**src/sv/urfp_pkg.sv**
```systemverilog
// ----------------------------------------------------------------------------
// urfp_pkg
// Shared types, constants and the baud rate table of the UART receive FIFO
// port block.
// ----------------------------------------------------------------------------
package urfp_pkg;

  localparam int FIFO_DEPTH = 1024;
  localparam int PTR_W      = $clog2(FIFO_DEPTH);
  localparam int CNT_W      = $clog2(FIFO_DEPTH + 1);

  localparam int TMO_W = 20;
  localparam int BAUD_W = 20;
  localparam logic [TMO_W-1:0] TIMEOUT_RESET = 20'd50000;

  localparam logic [1:0] OP_RX_BYTE = 2'd0;
  localparam logic [1:0] OP_READ    = 2'd1;
  localparam logic [1:0] OP_WRITE   = 2'd2;
  localparam logic [1:0] OP_TICK    = 2'd3;

  localparam logic PORT_DATA   = 1'b0;
  localparam logic PORT_STATUS = 1'b1;

  localparam logic [7:0] CMD_MAX_SPEED = 8'd9;
  localparam logic [7:0] CMD_CLEAR     = 8'd20;

  localparam logic [7:0] STAT_NOT_EMPTY = 8'h01;
  localparam logic [7:0] STAT_CONST     = 8'h08;
  localparam logic [7:0] STAT_UNDERRUN  = 8'h10;
  localparam logic [7:0] UNDERRUN_BYTE  = 8'hFF;

  typedef struct packed {
    logic push;
    logic pop;
    logic clear;
  } fifo_cmd_t;

  typedef struct packed {
    logic empty;
    logic full;
  } fifo_stat_t;

  typedef struct packed {
    logic              rx_dropped;
    logic [BAUD_W-1:0] baud_rate;
    logic              cpu_wait;
    logic [7:0]        tx_byte;
    logic              tx_valid;
    logic [7:0]        read_data;
    logic              read_valid;
    logic              use_fifo;
  } result_t;

  function automatic logic [BAUD_W-1:0] baud_lookup(input logic [3:0] idx);
    logic [BAUD_W-1:0] rate;
    case (idx)
      4'd0:    rate = 20'd859372;
      4'd1:    rate = 20'd346520;
      4'd2:    rate = 20'd231014;
      4'd3:    rate = 20'd115200;
      4'd4:    rate = 20'd57600;
      4'd5:    rate = 20'd38400;
      4'd6:    rate = 20'd31250;
      4'd7:    rate = 20'd19200;
      4'd8:    rate = 20'd9600;
      4'd9:    rate = 20'd4800;
      default: rate = 20'd859372;
    endcase
    return rate;
  endfunction

endpackage

```
**src/sv/urfp_ctrl.sv**
```systemverilog
// ----------------------------------------------------------------------------
// urfp_ctrl
// Item decode, stalled read tracking, timeout counter, underrun flag and
// speed selection.
// ----------------------------------------------------------------------------
module urfp_ctrl
  import urfp_pkg::*;
(
  input  logic             clk,
  input  logic             rst_n,
  input  logic             advance,
  input  logic [1:0]       opcode,
  input  logic             port_select,
  input  logic [7:0]       data_byte,
  input  logic [TMO_W-1:0] timeout,
  input  fifo_stat_t       fifo_stat,
  output fifo_cmd_t        fifo_cmd,
  output result_t          result
);

  logic             pending_r, pending_nxt;
  logic [TMO_W-1:0] wait_cnt_r, wait_cnt_nxt;
  logic             underrun_r, underrun_nxt;
  logic [3:0]       speed_r, speed_nxt;
  logic [TMO_W-1:0] wait_inc;
  fifo_cmd_t        cmd;
  result_t          res;

  assign wait_inc = wait_cnt_r + TMO_W'(1);

  always_comb begin
    pending_nxt  = pending_r;
    wait_cnt_nxt = wait_cnt_r;
    underrun_nxt = underrun_r;
    speed_nxt    = speed_r;
    cmd          = '0;
    res          = '0;
    case (opcode)
      OP_RX_BYTE: begin
        if (pending_r) begin
          pending_nxt    = 1'b0;
          wait_cnt_nxt   = '0;
          res.read_valid = 1'b1;
          res.read_data  = data_byte;
        end else if (fifo_stat.full) begin
          res.rx_dropped = 1'b1;
        end else begin
          cmd.push = 1'b1;
        end
      end
      OP_TICK: begin
        if (pending_r) begin
          if (wait_inc >= timeout || wait_inc == '0) begin
            pending_nxt    = 1'b0;
            wait_cnt_nxt   = '0;
            underrun_nxt   = 1'b1;
            res.read_valid = 1'b1;
            res.read_data  = UNDERRUN_BYTE;
          end else begin
            wait_cnt_nxt = wait_inc;
          end
        end
      end
      OP_READ: begin
        if (!pending_r) begin
          if (port_select == PORT_DATA) begin
            if (!fifo_stat.empty) begin
              cmd.pop        = 1'b1;
              res.read_valid = 1'b1;
              res.use_fifo   = 1'b1;
            end else begin
              pending_nxt  = 1'b1;
              wait_cnt_nxt = '0;
            end
          end else begin
            res.read_data = STAT_CONST
                          | (fifo_stat.empty ? 8'h00 : STAT_NOT_EMPTY)
                          | (underrun_r ? STAT_UNDERRUN : 8'h00);
            res.read_valid = 1'b1;
            underrun_nxt   = 1'b0;
          end
        end
      end
      OP_WRITE: begin
        if (!pending_r) begin
          if (port_select == PORT_DATA) begin
            if (data_byte <= CMD_MAX_SPEED) begin
              speed_nxt = data_byte[3:0];
            end else if (data_byte == CMD_CLEAR) begin
              cmd.clear    = 1'b1;
              underrun_nxt = 1'b0;
            end
          end else begin
            res.tx_valid = 1'b1;
            res.tx_byte  = data_byte;
          end
        end
      end
      default: begin
      end
    endcase
    res.cpu_wait  = pending_nxt;
    res.baud_rate = baud_lookup(speed_nxt);
  end

  assign fifo_cmd = advance ? cmd : '0;
  assign result   = res;

  always_ff @(posedge clk) begin
    if (!rst_n) begin
      pending_r  <= 1'b0;
      wait_cnt_r <= '0;
      underrun_r <= 1'b0;
      speed_r    <= '0;
    end else if (advance) begin
      pending_r  <= pending_nxt;
      wait_cnt_r <= wait_cnt_nxt;
      underrun_r <= underrun_nxt;
      speed_r    <= speed_nxt;
    end
  end

endmodule

```
**config.mk**
```make
export PLATFORM = sky130hd
export DESIGN_NAME = urfp_ctrl
export DESIGN_NICKNAME = d
export VERILOG_FILES = /design/src/sv/urfp_pkg.sv /design/src/sv/urfp_ctrl.sv
export SDC_FILE = /design/constraint.sdc
export NUM_CORES = 1
export LEC_CHECK = 0
export BUFFER_PORTS_ARGS = -buffer_cell sky130_fd_sc_hd__buf_2
export CORE_ASPECT_RATIO = 0.6
export CORE_UTILIZATION = 54
export DETAILED_ROUTE_END_ITERATION = 10
export GPL_TIMING_DRIVEN = 0
export PLACE_DENSITY = 0.82
export SLEW_MARGIN = 15
export SYNTH_ARGS = -nofsm -noshare
export SYNTH_HDL_FRONTEND = slang
export SYNTH_SLANG_ARGS = --single-unit
```
**constraint.sdc**
```tcl
create_clock -name clk -period 5.3 [get_ports clk]
set_input_delay 0.795 -clock clk [delete_from_list [all_inputs] [get_ports clk]]
set_output_delay 0.795 -clock clk [all_outputs]
set_load 0.005 [all_outputs]
```
# ---- Yosys cells after proc, flatten, opt, wreduce, memory -nomap -nowiden
# Memories as Yosys holds them, arrays and structs flattened.
# Index checks and enable logic that the tools add are counted.
dict set report totals {
  regBits 26
  romBits 304
  output_inout_bits 44
  elab_cells 88
  memories 1
}
# memory depth width rd rd_ports_with_merged_regs wr line_no
set mem_list {}
lappend mem_list {{(no name shown)} 16 19 1 0 0 urfp_pkg.sv:56} ;# case (idx)
dict set report classes {
  addsub 1
  n_lt_le_gt_ge 2
  eq_ne 15
  n_mux 57
  bitwise 1
  reduce_logical 7
}
# operator n
set ops {}
lappend ops {{$mux W20} 6}
lappend ops {{$pmux W20 S3} 1}
lappend ops {{$mux W9} 6}
lappend ops {{$mux W1} 32}
lappend ops {{$pmux W9 S3} 1}
lappend ops {{$ne A2 B2 Y1 const B} 11}
lappend ops {{$add A20 B1 Y20 const B} 1}
lappend ops {{$ge A20 B20 Y1} 1}
lappend ops {{$logic_not A20 Y1} 1}
lappend ops {{$mux W4} 4}
lappend ops {{$mux W10} 1}
lappend ops {{$mux W5} 2}
lappend ops {{$reduce_and A10 Y1} 1}
lappend ops {{$eq A8 B5 Y1 const B} 1}
lappend ops {{$le A8 B4 Y1 const B} 1}
lappend ops {{$reduce_and A7 Y1} 1}
lappend ops {{$pmux W1 S3} 2}
lappend ops {{$reduce_bool A3 Y1} 2}
lappend ops {{$or A4 B5 Y5} 1}
lappend ops {{$eq A2 B2 Y1 const B} 2}
lappend ops {{$mux W3} 1}
lappend ops {{$eq A2 B1 Y1 const B} 1}
lappend ops {{$logic_not A2 Y1} 1}
lappend ops {{$mux W2} 1}
lappend ops {{$logic_or A1 B1 Y1} 1}

# ---- Logic depth before layout (Yosys ltp)
# Gate-level depths: netlist (run 1).
dict set report logic_depth {
  ltp_word 7
  mapped_depth 15
}

# ---- Least setup slack after synthesis (run 1)
# Ideal clock, no wire load.
dict set report synth_path {
  path_kind {register to output}
  startpoint {register wait_cnt_r[0]}
  endpoint {output result[19] (netlist bit)}
  t_arrival_ns 3.168
  t_required_ns 4.505
  setup_slack_ns 1.337
  stages_incl_launch_ff 16
  path_cell_list {dfxtp_1 ha_1 nand3_1 nor3_1 nand2b_1 xnor2_1 ha_1 and2_0 a221o_1 a21oi_1 o211ai_1 nor3b_1 and2_1 buf_6 o31a_1 buf_4}
}
dict set report synth_via {
  elab_chain_cells 6
  word_cells_on_any_way 7
}
# element line_no
set synth_lines {}
lappend synth_lines {{start, declared} urfp_ctrl.sv:22} ;# logic [TMO_W-1:0] wait_cnt_r, wait_cnt_nxt;
lappend synth_lines {{start signal, assigned} urfp_ctrl.sv:117} ;# wait_cnt_r <= wait_cnt_nxt;
lappend synth_lines {{$add A20 B1 Y20 *} urfp_ctrl.sv:29} ;# assign wait_inc = wait_cnt_r + TMO_W'(1);
lappend synth_lines {{$ge A20 B20 Y1 / $logic_not A20 Y1 (equally long branches)} urfp_ctrl.sv:53} ;# if (wait_inc >= timeout || wait_inc == '0) begin
lappend synth_lines {{$logic_or A1 B1 Y1 *} urfp_ctrl.sv:53}
lappend synth_lines {{$mux W1 *} urfp_ctrl.sv:53}
lappend synth_lines {{$mux W1 *} urfp_ctrl.sv:52} ;# if (pending_r) begin
lappend synth_lines {{$pmux W1 S3 *} urfp_ctrl.sv:38} ;# case (opcode)
lappend synth_lines {{end, declared} urfp_ctrl.sv:18} ;# output result_t result
# Mark *: on every way between the ends. The rest lies on a longest branch, timed or not.

# ---- Final worst setup path (run 1)
# Same ends and word-level chain as after synthesis.

==> results.toml, run 1 <==
[critical_path]
worst_ep_arrival_time_ns = 4.26
path_common_cell = "ha_1"
cells_traversed_along_the_worst_timing_path = "ha_1 > nand3_2 > nor2_2 > nand2_1 > xor2_1 > inv_1 > ha_1 > and4_1 > nand4_1 > a211oi_1 > nor3b_1 > and2_1 > buf_6 > o31a_1 > buf_4 > buf_2"
worstSetupEndpointType = "output port"
critPathTopFamily = "simple AND/OR/NAND/NOR gates"
crit_path_start_kind = "flop"
timing.setup.critical_path_class = "reg2out"
cp_slowest_stage_delay_ns = 0.55
crit_slowest_cell = "dfxtp_1"
required_time_of_the_critical_path_ns = 4.51
regToRegSetupSlack_ns = 1.34
worstPathBufferInverterCount = 4
critical_path_peak_fanout = 10

[logic_synthesis]
synth.top_cell.area_share_pct = 18.1
yosysWarningCount = 0
yosys.area_share.adder_pct = 14.8
synth_xor_xnor_area_share_pct = 6.38
yosys_register_bits = 26
sequential_fraction_of_the_synthesis_area_pct = 18.1
netlist_top_cells_area = "dfxtp_1 18%, ha_1 15%, nand2_1 4.6%, a32o_1 4.5%, a21oi_1 4.0%"
async_set_or_reset_flop_fraction_in_the_synthesized_netlist_pct = 0
synth_fp_nets = 454
avgSynthCellArea_um2 = 7.51
synth_enable_flop_cells = 0
ys_dominant_reg_cell = "dfxtp_1"
number_of_distinct_library_cells_after_synthesis = 55
netlist_instances = 384
share_of_synthesized_area_spent_on_multiplexers_pct = 3.52
synth-compound-area-share_pct = 20.8
synth.cell_area_um2 = 2880
synthSimpleGateAreaFrac_pct = 26.7
synth_area_leader = "dfxtp_1"
combinational_family_with_the_most_area_after_synthesis = "simple AND/OR/NAND/NOR gates"

[routing]
postRouteAntennaNets = 0
viasPerCell = 5.80
wirelength_mm = 7.16
dr.first_iter.drc_count = 206
dr_total_vias = 3082
first_pass_iters = 5
wl_per_cell_um = 13.5
route.detailed.drc = 0

[finish]
final_layout_size_suffix_gt1_share_pct = 22.6
design.final.nets = 536
antenna_cells_inserted = 0
syn2layout_area_growth_pct = 19.4
seq_area_um2 = 520
fillCellCount = 472
final_cell_area_um2 = 3440
footprint_of_the_multi_input_gates_um2 = 2100

[power]
power_density_nw_per_um2 = 145
ir_worst_vdd_mv = 0.122
fin_total_pwr_w = 0.000499
leakage_nw = 1.72

[global_route]
grt_first_pass_wirelength_mm = 11.5
total_gr_overflow = 0
grt_max_degree = 16
via_count_of_the_first_global_routing_pass = 2513
antenna_violations_before_repair = 0
gr-usage-all-layers_pct = 25.6

[floorplan]
design.core.area_um2 = 5100
boundaryPins = 80
die_height_um = 58.6
die_width_um = 96.3
std_cell_rows = 20
initial_core_util_pct = 56.5
design.die.area_um2 = 5640

[clock_network]
number_of_buffers_created_by_cts = 3
clock_path_buffers = 2
tritoncts_num_sinks = 26
worst_skew_pair.late_latency_ns = 0.28
clock-root-buffer = "clkbuf_8"
postCtsSetupBuffers = 0
clk_pin_slew_ns = 0.09
cts_tree = "built"
h-tree-depth = 1

[run_status]
run_status = "finished, final reports clean"

[sta]
fin_worst_skew_ns = 0.0109
achievable-frequency_mhz = 198
finalSetupTns_ns = 0
final_critical_path_share_of_the_clock_period_pct = 95.3
grt_setup_unrepaired = "false"
finalSetupViolCount = 0
maxSlewViolCount = 0
worstMarginPinSlew_ns = 0.721
final_period_minus_worst_setup_slack_ns = 5.05
slew-limit-headroom_pct = 50.5
final_hold_violation_count = 0

[placed_design]
placement.cell_area_um2 = 3350
gp_congestion = 0.898
port_buffers = 77
hpwl_mm = 5.62

[min_path]
hold_path_class = "reg2reg"

[job]
maxCapViolations = 0
==> sequential cells by signal, summed over array words and instances, names as in the netlist <==
register    flops
pending_r       1
speed_r         4
underrun_r      1
wait_cnt_r     20
==> logic make-up (layout without fill, tap and decap cells) <==
| kind of cell | Yosys count | in the layout |
|---|---|---|
| compound gates | 85 | 85 |
| other cells | 1 | 1 |
| simple gates | 144 | 144 |
| fa+ha+maj | 34 | 34 |
| buf+inv | 63 | 144 |
| flops | 26 | 26 |
| mux | 10 | 10 |
| xor+xnor | 21 | 21 |
==> layout make-up <==
cell class / instances / share of cell area, %
buffer: 31 / 4.62
clock buffer: 3 / 1.20
clock inverter: 1 / 0.873
inverter: 32 / 3.49
multi-input combinational: 295 / 61.1
sequential: 26 / 15.1
tap: 66 / 2.40
timing repair buffer: 77 / 11.2
==> metal layers <==
metal,wire length [µm],GRT usage [%],share of wire (%)
met5,0,0,0
met4,89,7.14,1.2
met2,2990,36.5,42
met1,3530,39.8,49
met3,551,3.62,7.7
==> tightest hold or removal path, delay by kind of cell (launching register included) <==
family	cells	cell delay [ns]
flip-flops	1	0.33
AND/OR/NAND/NOR	1	0.05
multiplexers	1	0.05
==> cells in the final DEF, fill, tap and decap left out, types with 6 or more instances in the layout <==
| master | count |
|---|---|
| o21ai_0 | 11 |
| nand2_1 | 35 |
| and2_1 | 15 |
| clkbuf_1 | 17 |
| mux2i_1 | 9 |
| inv_1 | 30 |
| dfxtp_1 | 26 |
| nand3_1 | 13 |
| buf_2 | 80 |
| nand4_1 | 9 |
| buf_4 | 6 |
| xnor2_1 | 12 |
| ha_1 | 34 |
| nor2_1 | 24 |
| a211oi_1 | 8 |
| nor3_1 | 10 |
| a32o_1 | 13 |
| a21oi_1 | 23 |
| xor2_1 | 9 |
==> synthesized netlist by cell type (11+ instances only) <==
library cell	number
nand2_1	35
nor3_1	11
a21oi_1	23
ha_1	34
a32o_1	13
clkbuf_1	17
nor2_1	25
and2_1	15
xnor2_1	12
nand3_1	14
o21ai_0	11
dfxtp_1	26
inv_1	30
==> what timing repair did <==
item / 4_1_cts / 5_1_grt
hold endpoints to repair: 0 / 0
hold buffers: 0 / 0
endpoints found under the setup margin: 0 / 7
gates resized for setup: 0 / 4
==> through the flow <==
stage / cells / utilization, % / worst slack, ns / hold slack, ns
finish: 531 / 67.4 / 0.249 / 0.473
global route: 531 / 67.4 / 0.0455 / 0.492
CTS: 531 / 67.0 / 0.133 / 0.473
detailed placement: 527 / 65.6 / 0.464 / 0.458
global placement: 527 / 65.6 / 0.527 / 0.456
floorplan: 384 / - / 1.34 / 0.434
==> power by group <==
group / switching [W] / total (W) / internal (W)
Combinational: 0.0000712 / 0.000128 / 0.0000573
Sequential: 0.00000205 / 0.000200 / 0.000198
Clock: 0.0000696 / 0.000171 / 0.000101
==> final timing paths <==
check / start / to / depth (start not counted)
setup / recovery: wait_cnt_r[0] / result[19] / 16
hold / removal: underrun_r / underrun_r / 2
setup reg to reg: wait_cnt_r[0] / wait_cnt_r[6] / 15
hold reg to reg: underrun_r / underrun_r / 2
(Power assumes the default switching activity.)
==> inputs of run 2 (changes only) <==
--- a/config.mk
+++ b/config.mk
@@ -5,12 +5,13 @@
 export SDC_FILE = /design/constraint.sdc
 export NUM_CORES = 1
 export LEC_CHECK = 0
+export ABC_AREA = 1
 export BUFFER_PORTS_ARGS = -buffer_cell sky130_fd_sc_hd__buf_2
 export CORE_ASPECT_RATIO = 0.6
 export CORE_UTILIZATION = 54
 export DETAILED_ROUTE_END_ITERATION = 10
 export GPL_TIMING_DRIVEN = 0
-export PLACE_DENSITY = 0.82
+export PLACE_DENSITY = 0.81
 export SLEW_MARGIN = 15
 export SYNTH_ARGS = -nofsm -noshare
 export SYNTH_HDL_FRONTEND = slang
==> run 2 against run 1 <==
Flip-flop and latch count unchanged. Final cell count up 23%. Utilization up 1.1 points. Final area up 4.2%. Global-route usage up 2.3 points. Hold slack better by 0.015 ns. Largest cell class unchanged. Via count up 11%. First-iteration DRC count up 20%. Sequential share of layout area down 0.61 points. Clock power down 3%.
==> results.toml, run 2 <==
[routing]
wl_per_cell_um = 12.6
route.detailed.drc = 0
dr.first_iter.drc_count = 247
postRouteAntennaNets = 0
first_pass_iters = 5
dr_total_vias = 3412
wirelength_mm = 8.20
viasPerCell = 5.24

[finish]
finish.utilization_pct = 68.5
final_cell_area_um2 = 3580
largest_register = "wait_cnt_r"
layout.cells.most_common = "nand2_1"
syn2layout_area_growth_pct = 17.9
final_layout_size_suffix_gt1_share_pct = 23.4
antenna_cells_inserted = 0
design.final.nets = 656
layout.cells.most_common_list = "134 x nand2_1, 93 x inv_1, 81 x buf_2"
biggestRegsByFlops = "wait_cnt_r x20, speed_r x4"
largest_reg_flops = 20

[logic_synthesis]
avgSynthCellArea_um2 = 6.04
async_set_or_reset_flop_fraction_in_the_synthesized_netlist_pct = 0
yosys_register_bits = 26
yosysWarningCount = 0
synth_enable_flop_cells = 0
synth_fp_nets = 573
synth.top_cell.area_share_pct = 17.1
netlist_top_cells_area = "dfxtp_1 17%, nand2_1 17%, ha_1 14%, inv_1 11%, nor2_1 6.2%"
netlist_instances = 503
number_of_distinct_library_cells_after_synthesis = 40
synth.cell_area_um2 = 3040
synth.top_cells.by_count = "134 x nand2_1, 93 x inv_1, 50 x nor2_1"
sequential_fraction_of_the_synthesis_area_pct = 17.1
synth.most_common_cell = "nand2_1"
synth_area_leader = "dfxtp_1"
ys_dominant_reg_cell = "dfxtp_1"

[sta]
final_critical_path_share_of_the_clock_period_pct = 85.1
finalSetupTns_ns = 0
finalSetupViolCount = 0
slew-limit-headroom_pct = 49.1
final_hold_violation_count = 0
final_period_minus_worst_setup_slack_ns = 4.51
worstMarginPinSlew_ns = 0.755
grt_setup_unrepaired = "false"
maxSlewViolCount = 0
fin_worst_skew_ns = 0.00800
achievable-frequency_mhz = 222

[job]
maxCapViolations = 0

[critical_path]
worst_ep_arrival_time_ns = 3.72
worstSetupEndpointType = "output port"
cells_traversed_along_the_worst_timing_path = "ha_1 > nand2_1 > nor2_2 > nand3b_1 > nor2_1 > nand2_1 > nand2_1 > inv_1 > ha_1 > nand4_1 > nor2_1 > nand3_1 > a21oi_1 > nor2_1 > nand2_1 > nand3_2 > a21oi_1 > buf_2"
required_time_of_the_critical_path_ns = 4.51
crit_path_start_kind = "flop"
cp_slowest_stage_delay_ns = 0.62
path_common_cell = "nand2_1"
timing.setup.critical_path_class = "reg2out"
critical_path_peak_fanout = 10
crit_slowest_cell = "dfxtp_1"

[placed_design]
gp_congestion = 0.946
hpwl_mm = 6.87
placement.cell_area_um2 = 3510
port_buffers = 78

[clock_network]
h-tree-depth = 1
postCtsSetupBuffers = 0
tritoncts_num_sinks = 26
post_cts.resized_instances = 0
clock_path_buffers = 2
hold_buffers = 0
number_of_buffers_created_by_cts = 3
clock-root-buffer = "clkbuf_8"
worst_skew_pair.late_latency_ns = 0.28
clk_pin_slew_ns = 0.09
cts_tree = "built"

[floorplan]
initial_core_util_pct = 58.1
die_width_um = 98.9
design.core.area_um2 = 5230
boundaryPins = 80
std_cell_rows = 20
design.die.area_um2 = 5940
die_height_um = 60.1

[power]
leakage_nw = 1.95
power_density_nw_per_um2 = 141
ir_worst_vdd_mv = 0.0959
fin_total_pwr_w = 0.000505

[global_route]
grt_max_degree = 16
grt_first_pass_wirelength_mm = 13.1
total_gr_overflow = 0
via_count_of_the_first_global_routing_pass = 2843
gr-usage-all-layers_pct = 28.0
antenna_violations_before_repair = 0

[run_status]
run_status = "finished, final reports clean"

[min_path]
hold_path_class = "reg2reg"
-- run 2: worst paths after layout --
| kind | cells past startpoint | slack (ns) | endpoint | from |
|---|---|---|---|---|
| setup / recovery | 18 | 0.79 | result[3] | wait_cnt_r[0] |
| hold / removal | 2 | 0.49 | wait_cnt_r[19] | wait_cnt_r[19] |
| setup reg to reg | 19 | 1.73 | wait_cnt_r[5] | wait_cnt_r[0] |
| hold reg to reg | 2 | 0.49 | wait_cnt_r[19] | wait_cnt_r[19] |
-- run 2: cell families after synthesis --
group	share of synthesized area, %
xor+xnor	0.823
simple gates	38.1
buf+inv	14.8
fa+ha+maj	14.0
compound gates	15.1
other cells	0.123
flops	17.1
-- run 2: metrics by stage --
stage	hold WS, ns	setup slack [ns]	std cells
5_1_grt	0.517	0.450	651
3_3_place_gp	0.471	1.22	647
3_5_place_dp	0.482	1.20	647
2_1_floorplan	0.454	1.95	503
6_report	0.489	0.789	651
4_1_cts	0.495	0.877	651
-- run 2: layer usage --
layer,share of wire (%),vias to the layer above,track usage [%]
met5,0,-,0
met3,9.0,0,5.85
met2,40,126,40.7
met4,0,0,1.92
li1,-,1749,-
met1,51,1537,43.1
-- run 2: worst max-delay path, delay by kind of cell, from the launching register on --
kind                     cells  cell delay (ns)
AO/OA/AOI/OAI                2             0.36
adder cells (fa/ha/maj)      2             0.60
flip-flops                   1             0.62
buffers and inverters        2             0.22
AND/OR/NAND/NOR             12             1.66
-- run 2: cell type report --
cell class / count / area [µm²]
inverter: 96 / 360
buffer: 15 / 90.1
timing repair buffer: 78 / 390
clock buffer: 3 / 41.3
multi-input combinational: 366 / 2070
fill: 511 / 1650
sequential: 26 / 520
clock inverter: 1 / 30.0
tap: 66 / 82.6
-- run 2: power by group --
| group | leakage (nW) | internal [W] | switching [W] |
|---|---|---|---|
| logic | 1.70 | 0.0000570 | 0.0000815 |
| clock network | 0.0357 | 0.000101 | 0.0000646 |
| registers | 0.211 | 0.000198 | 0.00000188 |
| total | 1.95 | 0.000357 | 0.000148 |
==> inputs of run 3 (changes only) <==
--- a/config.mk
+++ b/config.mk
@@ -12,6 +12,7 @@
 export DETAILED_ROUTE_END_ITERATION = 10
 export GPL_TIMING_DRIVEN = 0
 export PLACE_DENSITY = 0.81
+export RECOVER_POWER = 100
 export SLEW_MARGIN = 15
 export SYNTH_ARGS = -nofsm -noshare
 export SYNTH_HDL_FRONTEND = slang
==> run 3 against run 2 <==
Final cell count is the same. Flip-flop and latch count is the same. Sequential power is essentially flat. Clock-buffer cell count is the same. Highest routed layer unchanged. Via count shrank 0.67%. Clock power is essentially flat. Combinational power shrank 4%. Fmax shrank 2.7%. Hold slack lost 0.0014 ns. Power shrank 1.6%.
==> results.toml, run 3 (same netlist as run 2, synthesis figures left out) <==
[floorplan]
initial_core_util_pct = 58.1
std_cell_rows = 20
die_height_um = 60.1
die_width_um = 98.9
design.core.area_um2 = 5230
design.die.area_um2 = 5940
boundaryPins = 80

[critical_path]
required_time_of_the_critical_path_ns = 4.51
reg2reg_from = "wait_cnt_r[0]"
worst_ep_arrival_time_ns = 3.84
regToRegSetupSlack_ns = 1.22
worstSetupEndpointType = "output port"
timing.setup.critical_path_class = "reg2out"
reg2regPathDepth = 19
critical_path_peak_fanout = 10
worstReg2RegEnd = "wait_cnt_r[18]"
crit_path_start_kind = "flop"

[routing]
postRouteAntennaNets = 0
dr_total_vias = 3389
first_pass_iters = 5
route.detailed.drc = 0
wl_per_cell_um = 12.6
viasPerCell = 5.21
dr.first_iter.drc_count = 271
wirelength_mm = 8.18

[placed_design]
port_buffers = 78
gp_congestion = 0.946
hpwl_mm = 6.87
preCtsSetupSlack_ns = 1.20

[clock_network]
hold_buffers = 0
clock_path_buffers = 2
tritoncts_num_sinks = 26
cts_tree = "built"
h-tree-depth = 1
clk_pin_slew_ns = 0.08
number_of_buffers_created_by_cts = 3
post_cts.resized_instances = 0
worst_skew_pair.late_latency_ns = 0.28
clock-root-buffer = "clkbuf_8"
postCtsSetupBuffers = 0

[finish]
antenna_cells_inserted = 0
seq_area_um2 = 520
design.final.nets = 656
final_layout_size_suffix_gt1_share_pct = 14.7
footprint_of_the_multi_input_gates_um2 = 2000
biggestRegsByFlops = "wait_cnt_r x20, speed_r x4"
layout.cells.most_common = "nand2_1"
layout.cells.most_common_list = "134 x nand2_1, 93 x inv_1, 52 x nor2_1"
largest_reg_flops = 20
fillCellCount = 551
largest_register = "wait_cnt_r"
syn2layout_area_growth_pct = 13.7

[power]
power_density_nw_per_um2 = 144
leakage_nw = 1.81
ir_worst_vdd_mv = 0.0959

[sta]
final_period_minus_worst_setup_slack_ns = 4.63
fin_worst_skew_ns = 0.0109
achievable-frequency_mhz = 216
worstMarginPinSlew_ns = 0.943
maxSlewViolCount = 0
setup_slack_ns = 0.666
finalSetupTns_ns = 0
grt_setup_unrepaired = "false"
final_critical_path_share_of_the_clock_period_pct = 87.4
finalSetupViolCount = 0
slew-limit-headroom_pct = 36.5
final_hold_violation_count = 0

[min_path]
worstHoldPathCells = 2
worst_hold_path.endpoint = "wait_cnt_r[19]"
hold_path_class = "reg2reg"
worst_hold_startpoint = "wait_cnt_r[19]"

[global_route]
total_gr_overflow = 0
antenna_violations_before_repair = 0
grt_first_pass_wirelength_mm = 13.1
grt_max_degree = 16
gr-usage-all-layers_pct = 28.0
via_count_of_the_first_global_routing_pass = 2843

[job]
maxCapViolations = 0

[run_status]
run_status = "finished, final reports clean"
run 3: cell count changes in the layout (fill, tap and decap cells not counted), moves of 3 or more:
cell,before,now
clkbuf_2,0,3
clkbuf_1,6,40
buf_2,81,46
a21oi_1,34,43
a21oi_2,9,0
run 3: final cells by class:
cell class	instances	share of cell area, %
inverter	96	10.4
tap	66	2.39
sequential	26	15.1
multi-input combinational	366	57.8
buffer	15	2.17
clock buffer	3	1.19
clock inverter	1	0.869
timing repair buffer	78	10.1
run 3: metal layers:
metal,vias up,global-route usage [%],part of all wire (%)
met5,-,0,0
met4,0,1.92,0
met3,0,5.85,11
met2,148,40.7,39
met1,1499,43.1,49
li1,1742,-,-
run 3: how the worst max path moves through the flow:
stage                   from          to  slack (ns)  depth (start not counted)
2_1_floorplan   data_byte[6]  result[28]        1.95                         10
3_3_place_gp   wait_cnt_r[0]  result[19]        1.22                         20
3_5_place_dp   wait_cnt_r[0]  result[19]        1.20                         20
4_1_cts        wait_cnt_r[0]  result[19]        0.88                         20
5_1_grt        wait_cnt_r[0]   result[3]        0.28                         18
6_report       wait_cnt_r[0]   result[3]        0.67                         18
run 3: power by group:
group          switching, W  leakage, nW  internal [W]  total, W
registers        0.00000192        0.211      0.000198  0.000200
clock network     0.0000635       0.0357      0.000101  0.000165
logic             0.0000798         1.56     0.0000519  0.000132
run 3: worst max-delay path: stages (launching register included):
cell and delay [ns]:
dfxtp_1 0.63, ha_1 0.31, nand2_1 0.10, nor2_1 0.21
nand3b_1 0.20, nor2_1 0.13, nand2_1 0.06, nand2_1 0.08
inv_1 0.07, ha_1 0.29, nand4_1 0.18, nor2_1 0.24
nand3_1 0.11, a21oi_1 0.14, nor2_1 0.11, nand2_1 0.08
nand3_1 0.24, a21oi_1 0.27, clkbuf_1 0.14
run 3: stage by stage:
| step | cell area (µm²) | hold WS (ns) | utilization (%) | power, W | cells |
|---|---|---|---|---|---|
| after floorplan | 3040 | 0.454 | - | 0.000286 | 503 |
| after global placement | 3510 | 0.471 | 67.2 | 0.000337 | 647 |
| after detailed placement | 3510 | 0.482 | 67.2 | 0.000341 | 647 |
| after CTS | 3580 | 0.495 | 68.5 | 0.000506 | 651 |
| after global routing | 3460 | 0.517 | 66.1 | 0.000529 | 651 |
| final | 3460 | 0.487 | 66.1 | 0.000497 | 651 |
